File: src/hw/rtl/sme_pkg.sv
`default_nettype none
package sme_pkg;

  localparam int STACK_DEPTH_DEF = 256;
  localparam int INSTR_W         = 32;
  localparam int HDR_SHIFT       = 30;
  localparam int DATA_W          = HDR_SHIFT;
  localparam int WORD_W          = 32;
  localparam int DEPTH_W         = 9;
  localparam int FAULT_W         = 2;
  localparam int DIV_STEPS       = WORD_W;
  localparam int STEP_W          = $clog2(DIV_STEPS);

  // primitive codes carried in the data field
  localparam logic [DATA_W-1:0] PRIM_HALT = DATA_W'(0);
  localparam logic [DATA_W-1:0] PRIM_ADD  = DATA_W'(1);
  localparam logic [DATA_W-1:0] PRIM_SUB  = DATA_W'(2);
  localparam logic [DATA_W-1:0] PRIM_MUL  = DATA_W'(3);
  localparam logic [DATA_W-1:0] PRIM_DIV  = DATA_W'(4);

  typedef enum logic [FAULT_W-1:0] {
    FAULT_NONE  = 2'd0,
    FAULT_UNDER = 2'd1,
    FAULT_OVER  = 2'd2,
    FAULT_DIVZ  = 2'd3
  } fault_t;

  typedef enum logic [2:0] {
    OP_HALT,
    OP_ADD,
    OP_SUB,
    OP_MUL,
    OP_DIV,
    OP_NOP
  } op_t;

  typedef enum logic [2:0] {
    S_IDLE,
    S_DECODE,
    S_READ,
    S_EXEC,
    S_DIV,
    S_WB,
    S_DONE
  } state_t;

  typedef struct packed {
    logic   capture;
    logic   push;
    logic   set_halt;
    logic   rd_issue;
    logic   load_a;
    logic   exec_alu;
    logic   div_start;
    logic   div_step;
    logic   wb;
    logic   set_fault;
    fault_t fault;
    logic   out_load;
  } cmd_t;

  typedef struct packed {
    logic is_push;
    op_t  op;
    logic halted;
    logic full;
    logic lt2;
    logic b_zero;
    logic div_last;
  } sts_t;

endpackage
`default_nettype wire

File: src/hw/rtl/sme_ctrl.sv
`default_nettype none
module sme_ctrl (
  input  wire logic          clk,
  input  wire logic          rst_n,
  input  wire logic          in_valid,
  output logic               in_stall,
  output logic               out_valid,
  input  wire logic          out_stall,
  input  wire sme_pkg::sts_t sts,
  output sme_pkg::cmd_t      cmd
);

  import sme_pkg::*;

  state_t state_r, state_nxt;
  logic   out_valid_r, out_valid_nxt;

  // next state
  always_comb begin
    state_nxt = state_r;
    unique case (state_r)
      S_IDLE: begin
        if (in_valid) state_nxt = S_DECODE;
      end
      S_DECODE: begin
        if (sts.halted || sts.is_push) begin
          state_nxt = S_DONE;
        end else begin
          unique case (sts.op)
            OP_ADD, OP_SUB, OP_MUL, OP_DIV: state_nxt = sts.lt2 ? S_DONE : S_READ;
            default:                        state_nxt = S_DONE;
          endcase
        end
      end
      S_READ: state_nxt = S_EXEC;
      S_EXEC: begin
        if (sts.op == OP_DIV) begin
          state_nxt = sts.b_zero ? S_DONE : S_DIV;
        end else begin
          state_nxt = S_WB;
        end
      end
      S_DIV: begin
        if (sts.div_last) state_nxt = S_WB;
      end
      S_WB: state_nxt = S_DONE;
      S_DONE: begin
        if (!out_valid_r || !out_stall) state_nxt = S_IDLE;
      end
      default: state_nxt = S_IDLE;
    endcase
  end

  // commands
  always_comb begin
    cmd      = '0;
    cmd.fault = FAULT_NONE;
    unique case (state_r)
      S_IDLE: cmd.capture = in_valid;
      S_DECODE: begin
        if (!sts.halted) begin
          if (sts.is_push) begin
            if (sts.full) begin
              cmd.set_fault = 1'b1;
              cmd.fault     = FAULT_OVER;
            end else begin
              cmd.push = 1'b1;
            end
          end else begin
            unique case (sts.op)
              OP_HALT: cmd.set_halt = 1'b1;
              OP_ADD, OP_SUB, OP_MUL, OP_DIV: begin
                if (sts.lt2) begin
                  cmd.set_fault = 1'b1;
                  cmd.fault     = FAULT_UNDER;
                end else begin
                  cmd.rd_issue = 1'b1;
                end
              end
              default: ;
            endcase
          end
        end
      end
      S_READ: cmd.load_a = 1'b1;
      S_EXEC: begin
        if (sts.op == OP_DIV) begin
          if (sts.b_zero) begin
            cmd.set_fault = 1'b1;
            cmd.fault     = FAULT_DIVZ;
          end else begin
            cmd.div_start = 1'b1;
          end
        end else begin
          cmd.exec_alu = 1'b1;
        end
      end
      S_DIV:  cmd.div_step = 1'b1;
      S_WB:   cmd.wb = 1'b1;
      S_DONE: cmd.out_load = !out_valid_r || !out_stall;
      default: ;
    endcase
  end

  always_comb begin
    out_valid_nxt = cmd.out_load ? 1'b1 : (out_valid_r && out_stall);
  end

  always_ff @(posedge clk) begin
    if (!rst_n) begin
      state_r     <= S_IDLE;
      out_valid_r <= 1'b0;
    end else begin
      state_r     <= state_nxt;
      out_valid_r <= out_valid_nxt;
    end
  end

  assign in_stall  = (state_r != S_IDLE);
  assign out_valid = out_valid_r;

endmodule
`default_nettype wire

File: config.mk
export PLATFORM = sky130hd
export DESIGN_NAME = sme_ctrl
export DESIGN_NICKNAME = d
export VERILOG_FILES = /design/src/hw/rtl/sme_pkg.sv /design/src/hw/rtl/sme_ctrl.sv
export SDC_FILE = /design/constraint.sdc
export NUM_CORES = 1
export LEC_CHECK = 0
export BUFFER_PORTS_ARGS = -buffer_cell sky130_fd_sc_hd__buf_4
export CAP_MARGIN = 30
export CORE_AREA = 2 2 39 41
export DETAILED_ROUTE_END_ITERATION = 8
export DIE_AREA = 0 0 41 43
export PLACE_DENSITY = 0.65
export SETUP_SLACK_MARGIN = 0.5
export SLEW_MARGIN = 20
export SYNTH_ARGS = -nofsm -noshare
export SYNTH_HDL_FRONTEND = slang
export SYNTH_SLANG_ARGS = --single-unit
File: constraint.sdc
create_clock -name clk -period 1.1 [get_ports clk]
set_input_delay 0.055 -clock clk [delete_from_list [all_inputs] [get_ports clk]]
set_output_delay 0.055 -clock clk [all_outputs]
set_load 0.005 [all_outputs]
---- Word-level counts from Yosys, hierarchy flattened ----
Cells that the tools add are included.
storage, ports and cells
  register bits ........................... 4
  bits in latches ......................... 0
  RAM bits ................................ 0
  memory bits (read-only) ................. 0
  input bits .............................. 13
  memories ................................ 0
operators by class
  add/sub/neg operators ................... 0
  $mul .................................... 0
  div/mod/pow operators ................... 0
  $lt $le $gt $ge ......................... 0
  equality and inequality tests ........... 13
  shift operators ......................... 0
  muxes and demuxes ....................... 35
  bitwise gates (word level) .............. 0
  reduce and logical (&&, ||, !) cells .... 10
operators by type and width
  kind                  count
  $mux W3               15
  $pmux W3 S7           1
  $mux W1               14
  $eq A3 B2 Y1 const B  4
  $eq A3 B3 Y1 const B  4
  $mux W2               4
  $eq A3 B1 Y1 const B  2
  $logic_not A3 Y1      2
  $ne A2 B2 Y1 const B  3
  $pmux W3 S2           1
  $reduce_or A4 Y1      1
  $reduce_and A3 Y1     1
  $reduce_bool A3 Y1    1
  $logic_not A1 Y1      2
  $logic_or A1 B1 Y1    2
  $logic_and A1 B1 Y1   1

---- Depth between registers and ports, before layout ----
Gate-level depths: netlist (run 1).
  depth after elaboration ................. 6
  depth in mapped cells ................... 4

---- Worst setup path before layout (run 1) ----
No wires, ideal clock.
  kind .................................... flip-flop to flip-flop
  start point ............................. register state_r[1]
  end point ............................... register state_r[2]
  arrival time ............................ 1.014 ns
  required time ........................... 0.983 ns
  path slack .............................. -0.032 ns
  cell stages (with the launch flop) ...... 5
  cells stage by stage .................... dfxtp_1 -> buf_6 -> nor4_2 -> nand3_1 -> a32o_1
between the ends
  word-level cells in the longest chain between the ends .. 3
  elaborated cells between the ends (all ways) .. 12
RTL lines
  item                                              RTL line         RTL
  start: declaration                                sme_ctrl.sv:15   state_t state_r, state_nxt;
  start signal: assignment                          sme_ctrl.sv:114  state_r <= state_nxt;
  $eq A3 B3 Y1 or $logic_not A3 Y1 (tied branches)  sme_ctrl.sv:21   unique case (state_r)
  $ne A2 B2 Y1 (no line)                            -
  $reduce_and A3 Y1 (no line)                       -
Parallel ways exist; a longest one is shown, timed or not.
A chain may end at the register's enable or synchronous reset.

==> results.yml, run 1 <==
finish:
  layout-drive-gt1-share: 0.629
  areaGrowthSynthToFinish_pct: 91.1
  nNetsFinal: 103
  antennaDiodeCount: 0
worst_hold_path:
  hp-start: "rst_n"
  hold_path.class: "input pin to flip-flop"
drt:
  drtIter0Drc: 8
  vias: 512
  route.detailed.drc: 0
  routed_wl_mm: 1.20
  vias_per_cell: 4.88
  first_pass_iters: 4
  wl_per_cell_um: 11.4
  ant_nets: 0
clocking:
  insertion_delay_ns: 0.24
  clock-sinks: 4
  cts_max_level: 1
  clk_pin_slew_ns: 0.04
  cts_buffer_depth: 2
  cts_tree: "yes"
  cts_buffers: 3
  cts_root_buffer: "clkbuf_4"
  cts_hold_buffers: 0
sta:
  slew-limit-headroom: 0.752
  rsz0062_at_grt: "yes"
  timing.hold.ws_ns: 0.0867
  fin_crit_ns: 1.42
  fmax_mhz: 706
  drv_slew: 0
  worstMarginPinSlew_ns: 0.371
  fin_skew_ns: 0.000423
  worst_slack_ns: -0.317
  min_period_over_period: 1.29
  setup_viol: 17
  hold_violations: 0
synth:
  syn_avg_cell_area_sq_um: 7.58
  netlist_instances: 52
  synth_ff_type: "dfxtp_1"
  synth_area_sq_um: 394
  syn_nets: 65
  yosys_warnings: 0
  async_flop_share: 0
  synth_top_cell_by_area: "dfxtp_1"
  synth_common_cells: "nand2_1 (7), nor2_1 (6), dfxtp_1 (4), nor3b_1 (3)"
  synth_top_area_frac: 0.203
  synth-edff-count: 0
  post_synth_num_cell_types: 29
  synth_seq_cells: 4
  yosysSeqAreaShare: 0.203
  post-synth-top-count-cell: "nand2_1"
  synthTopCellsByArea: "dfxtp_1 (20%), nand2_1 (6.7%), nor4b_4 (6.0%)"
critical_path:
  crit_required_ns: 1.04
  r2r_start: "state_r[2]$_SDFFE_PN0P_"
  crit_path_max_incr_delay_ns: 0.32
  crit_chain: "nor4b_4 -> nand4b_1 -> o211ai_1 -> buf_4"
  worstPathArrival_ns: 1.36
  cp-end-kind: "output port"
  setup.worst_path.class: "flip-flop to output port"
  startpoint: "state_r[2]$_SDFFE_PN0P_"
  critPathMaxFanout: 3
  crit_slowest_cell: "dfxtp_2"
  worstSetupStartpointType: "flip-flop"
grt:
  grt-ovfl-total: 0
  antenna_found_initial: 0
  met3_usage: 0.0838
  grt_pass1_vias: 441
  grt_max_degree: 14
  grt_usage: 0.151
  top_usage_layer: "met2"
  grt_first_pass_wirelength_mm: 1.81
  use_met1: 0.174
  globalRouteMet2Util: 0.241
floorplanning:
  start_util: 0.285
  die_w_um: 41
  dieArea_sq_mm: 0.00176
  ios: 28
  chipHeight_um: 43
  core_area_sq_mm: 0.00138
  rows: 14
placement:
  pre_cts_ws_ns: -0.102
  place.gp.congestion: 0.762
  io_buffers: 27
  dp_hpwl_um: 944
status:
  violations: "negative setup slack"
  outcome: "finished with violations"
pwr:
  ir_drop_mv: 0.602
  power_density_mw_per_mm2: 1100
  p_leak_uw: 0.000355
job:
  maxCapViolCount: 0
## sequential cells by signal, summed over array words and instances (netlist names)
signal and count:
state_r 3, out_valid 1
## path summary, 6_finish.rpt
kind | endpoint | slack [ns] | cells after the start
worst max-delay path | cmd[3] | -0.32 | 4
worst min-delay path | state_r[0]$_SDFFE_PN0P_ | 0.09 | 2
worst max register to register | state_r[0]$_SDFFE_PN0P_ | -0.22 | 6
worst min register to register | out_valid$_SDFF_PN0_ | 0.52 | 2
## critical path, delay by kind of cell (launching register included)
kind	cells	cell delay (ns)
AND/OR/NAND/NOR	2	0.47
flip-flops	1	0.32
AO/OA/AOI/OAI	1	0.20
buffers and inverters	1	0.14
## cell type report
type | instances | area, sq um
tap | 16 | 20.0
clock buffer | 4 | 26.3
fill | 132 | 631
timing repair buffer | 36 | 274
inverter | 2 | 7.51
sequential | 4 | 87.6
multi-input combinational | 43 | 338
## cells by family after synthesis
family | after synthesis | share of synthesized area
buffers and inverters | 5 | 0.0794
AO/OA/AOI/OAI | 12 | 0.216
AND/OR/NAND/NOR | 31 | 0.502
flip-flops | 4 | 0.203
## routing by layer
layer | vias up | routed length (um) | part of all wire
li1 | 258 | - | -
met1 | 230 | 496 | 0.41
met2 | 24 | 610 | 0.51
met3 | 0 | 90 | 0.075
met4 | 0 | 0 | 0
met5 | - | 0 | 0
## timing repair
action                     4_1_cts  5_1_grt
setup endpoints to repair       19       19
resized for setup                7        7
setup buffers                    1        2
pin swaps                        3        5
hold endpoints to repair         0        0
## stage by stage
| step | setup TNS (ns) | std cells | total power (uW) | util | cell area (sq um) |
|---|---|---|---|---|---|
| after floorplan | 0 | 52 | 413 | - | 415 |
| after global placement | -0.269 | 98 | 565 | 0.469 | 649 |
| after detailed placement | -0.294 | 98 | 572 | 0.469 | 649 |
| after CTS | -2.89 | 103 | 815 | 0.513 | 709 |
| after global routing | -4.52 | 105 | 892 | 0.544 | 753 |
| final | -3.37 | 105 | 832 | 0.544 | 753 |
## where the power goes
group / switching (uW) / total (uW) / leakage (uW) / internal (uW)
logic: 177 / 431 / 0.000306 / 254
registers: 22.8 / 197 / 0.0000347 / 174
clock network: 67.0 / 204 / 0.0000150 / 137
## layout by cell type, fill, tap and decap left out, types with 2 or more instances in the layout
cell and count:
buf_4 35, nand2_1 5, nor2_1 5, clkbuf_4 3, dfxtp_2 3, nor3b_2 2
inv_1 2, o21ai_0 2, nand2_2 2, a21oi_1 2, a21boi_0 2
(Power assumes the default switching activity.)
==> inputs of run 2 (changes only) <==
- RECOVER_POWER: default -> 100
==> run 2 against run 1 <==
The flow still finishes with violations (negative setup slack); combinational power is essentially flat; clock skew is essentially flat; first-iteration DRC count unchanged; sequential share of layout area is 0.15 points lower; worst hold slack about the same; global-route usage unchanged; sequential power about the same; wire length rose by 0.17%; die area is the same; largest cell class unchanged; largest power group unchanged.
==> results.yml, run 2 (synthesis results as in run 1) <==
status:
  outcome: "finished with violations"
  violations: "negative setup slack"
grt:
  grt-ovfl-total: 0
  antenna_found_initial: 0
  grt_first_pass_wirelength_mm: 1.81
  grt_usage: 0.151
  grt_pass1_vias: 441
  grt_max_degree: 14
clocking:
  cts_tree: "yes"
  insertion_delay_ns: 0.24
  cts_buffer_depth: 2
  cts_max_level: 1
  cts_buffers: 3
  clock-sinks: 4
  cts_root_buffer: "clkbuf_4"
  clk_pin_slew_ns: 0.04
floorplanning:
  rows: 14
  die_w_um: 41
  start_util: 0.285
  ios: 28
  chipHeight_um: 43
  dieArea_sq_mm: 0.00176
  core_area_sq_mm: 0.00138
sta:
  fin_skew_ns: 0.000428
  rsz0062_at_grt: "yes"
  worst_slack_ns: -0.316
  slew-limit-headroom: 0.752
  fin_crit_ns: 1.42
  setup_viol: 17
  worstMarginPinSlew_ns: 0.371
  drv_slew: 0
  fmax_mhz: 706
  min_period_over_period: 1.29
  hold_violations: 0
critical_path:
  startpoint: "state_r[2]$_SDFFE_PN0P_"
  crit_required_ns: 1.04
  crit_slowest_cell: "dfxtp_2"
  cp-end-kind: "output port"
  crit_end: "cmd[3]"
  path_depth: 4
  critPathMaxFanout: 3
  r2r_slack_ns: -0.22
  worstPathArrival_ns: 1.36
  crit_path_max_incr_delay_ns: 0.32
  ff2ff_path_depth: 6
  setup.worst_path.class: "flip-flop to output port"
  r2r_start: "state_r[2]$_SDFFE_PN0P_"
  crit_buf_inv: 1
  crit_chain: "nor4b_4 -> nand4b_1 -> o211ai_1 -> buf_4"
  cp_top_family: "simple AND/OR/NAND/NOR gates"
  r2r_end: "state_r[0]$_SDFFE_PN0P_"
  worstSetupStartpointType: "flip-flop"
job:
  maxCapViolCount: 0
placement:
  dp.cells: 98
  place.gp.congestion: 0.762
  io_buffers: 27
  dp_hpwl_um: 944
  place_area_sq_um: 649
pwr:
  switching_share: 0.321
  total_power_uw: 831
  power.internal_uw: 564
  ir_drop_mv: 0.601
  power_density_mw_per_mm2: 1110
  pwr-share-comb: 0.519
  p_clk_frac: 0.245
  p_sw_uw: 267
  seqPwrFrac: 0.236
  p_leak_uw: 0.000354
drt:
  wl_per_cell_um: 11.4
  route.detailed.drc: 0
  ant_nets: 0
  vias: 511
  vias_per_cell: 4.87
  first_pass_iters: 4
  drtIter0Drc: 8
  routed_wl_mm: 1.20
finish:
  layout-drive-gt1-share: 0.618
  top_register: "state_r"
  final_cell_mix: "buf_4 (34), nand2_1 (5), nor2_1 (5), clkbuf_4 (4)"
  nNetsFinal: 103
  final_area_sq_um: 752
  largest_reg_flops: 3
  antennaDiodeCount: 0
  areaGrowthSynthToFinish_pct: 90.8
  final_common_cell: "buf_4"
  stdcell_count: 105
  post-route-util: 0.543
worst_hold_path:
  hold_path.class: "input pin to flip-flop"
run 2: cell count changes in the layout (fill, tap and decap cells not counted):
cell,delta
buf_4,-1
dfxtp_2,-1
dfxtp_1,+1
clkbuf_4,+1
run 2: cell type report:
class / instances / area (sq um)
timing repair buffer: 36 / 274
fill: 133 / 632
inverter: 2 / 7.51
clock buffer: 4 / 26.3
tap: 16 / 20.0
sequential: 4 / 86.3
multi-input combinational: 43 / 338
run 2: worst min path at each step:
stage | start | endpoint | slack [ns] | cells past startpoint
2_1_floorplan | sts[8] | cmd[10] | 0.13 | 1
3_3_place_gp | rst_n | state_r[0]$_SDFFE_PN0P_ | 0.32 | 2
6_report | rst_n | state_r[0]$_SDFFE_PN0P_ | 0.09 | 2
4_1_cts | rst_n | state_r[0]$_SDFFE_PN0P_ | 0.09 | 2
3_5_place_dp | rst_n | state_r[0]$_SDFFE_PN0P_ | 0.33 | 2
5_1_grt | rst_n | state_r[0]$_SDFFE_PN0P_ | 0.09 | 2
run 2: timing repair:
item / in CTS / in global routing
pin swaps: 3 / 5
endpoints found under the setup margin: 19 / 19
buffers inserted: 1 / 2
endpoints found under the hold margin: 0 / 0
hold buffers: 0 / 0
resized for setup: 7 / 7
run 2: per-stage QoR:
step	setup WS, ns	hold WS, ns	TNS, ns
2_1_floorplan	0.0410	0.133	0
4_1_cts	-0.327	0.0864	-2.89
5_1_grt	-0.411	0.0896	-4.68
3_5_place_dp	-0.102	0.333	-0.294
3_3_place_gp	-0.0845	0.316	-0.269
6_report	-0.316	0.0865	-3.49
run 2: routing by layer:
| layer | GRT usage | vias to the layer above | wire length, um |
|---|---|---|---|
| li1 | - | 258 | - |
| met1 | 0.174 | 229 | 512 |
| met2 | 0.241 | 24 | 597 |
| met3 | 0.0838 | 0 | 90 |
| met4 | 0.0200 | 0 | 0 |
| met5 | 0 | - | 0 |
run 2: power by group through the flow:
stage / Clock [uW] / Sequential, uW / Combinational (uW)
after CTS: 211 / 197 / 408
after floorplan: 0 / 198 / 215
final: 204 / 196 / 431
after global placement: 0 / 198 / 368
after detailed placement: 0 / 198 / 373
after global routing: 223 / 200 / 468
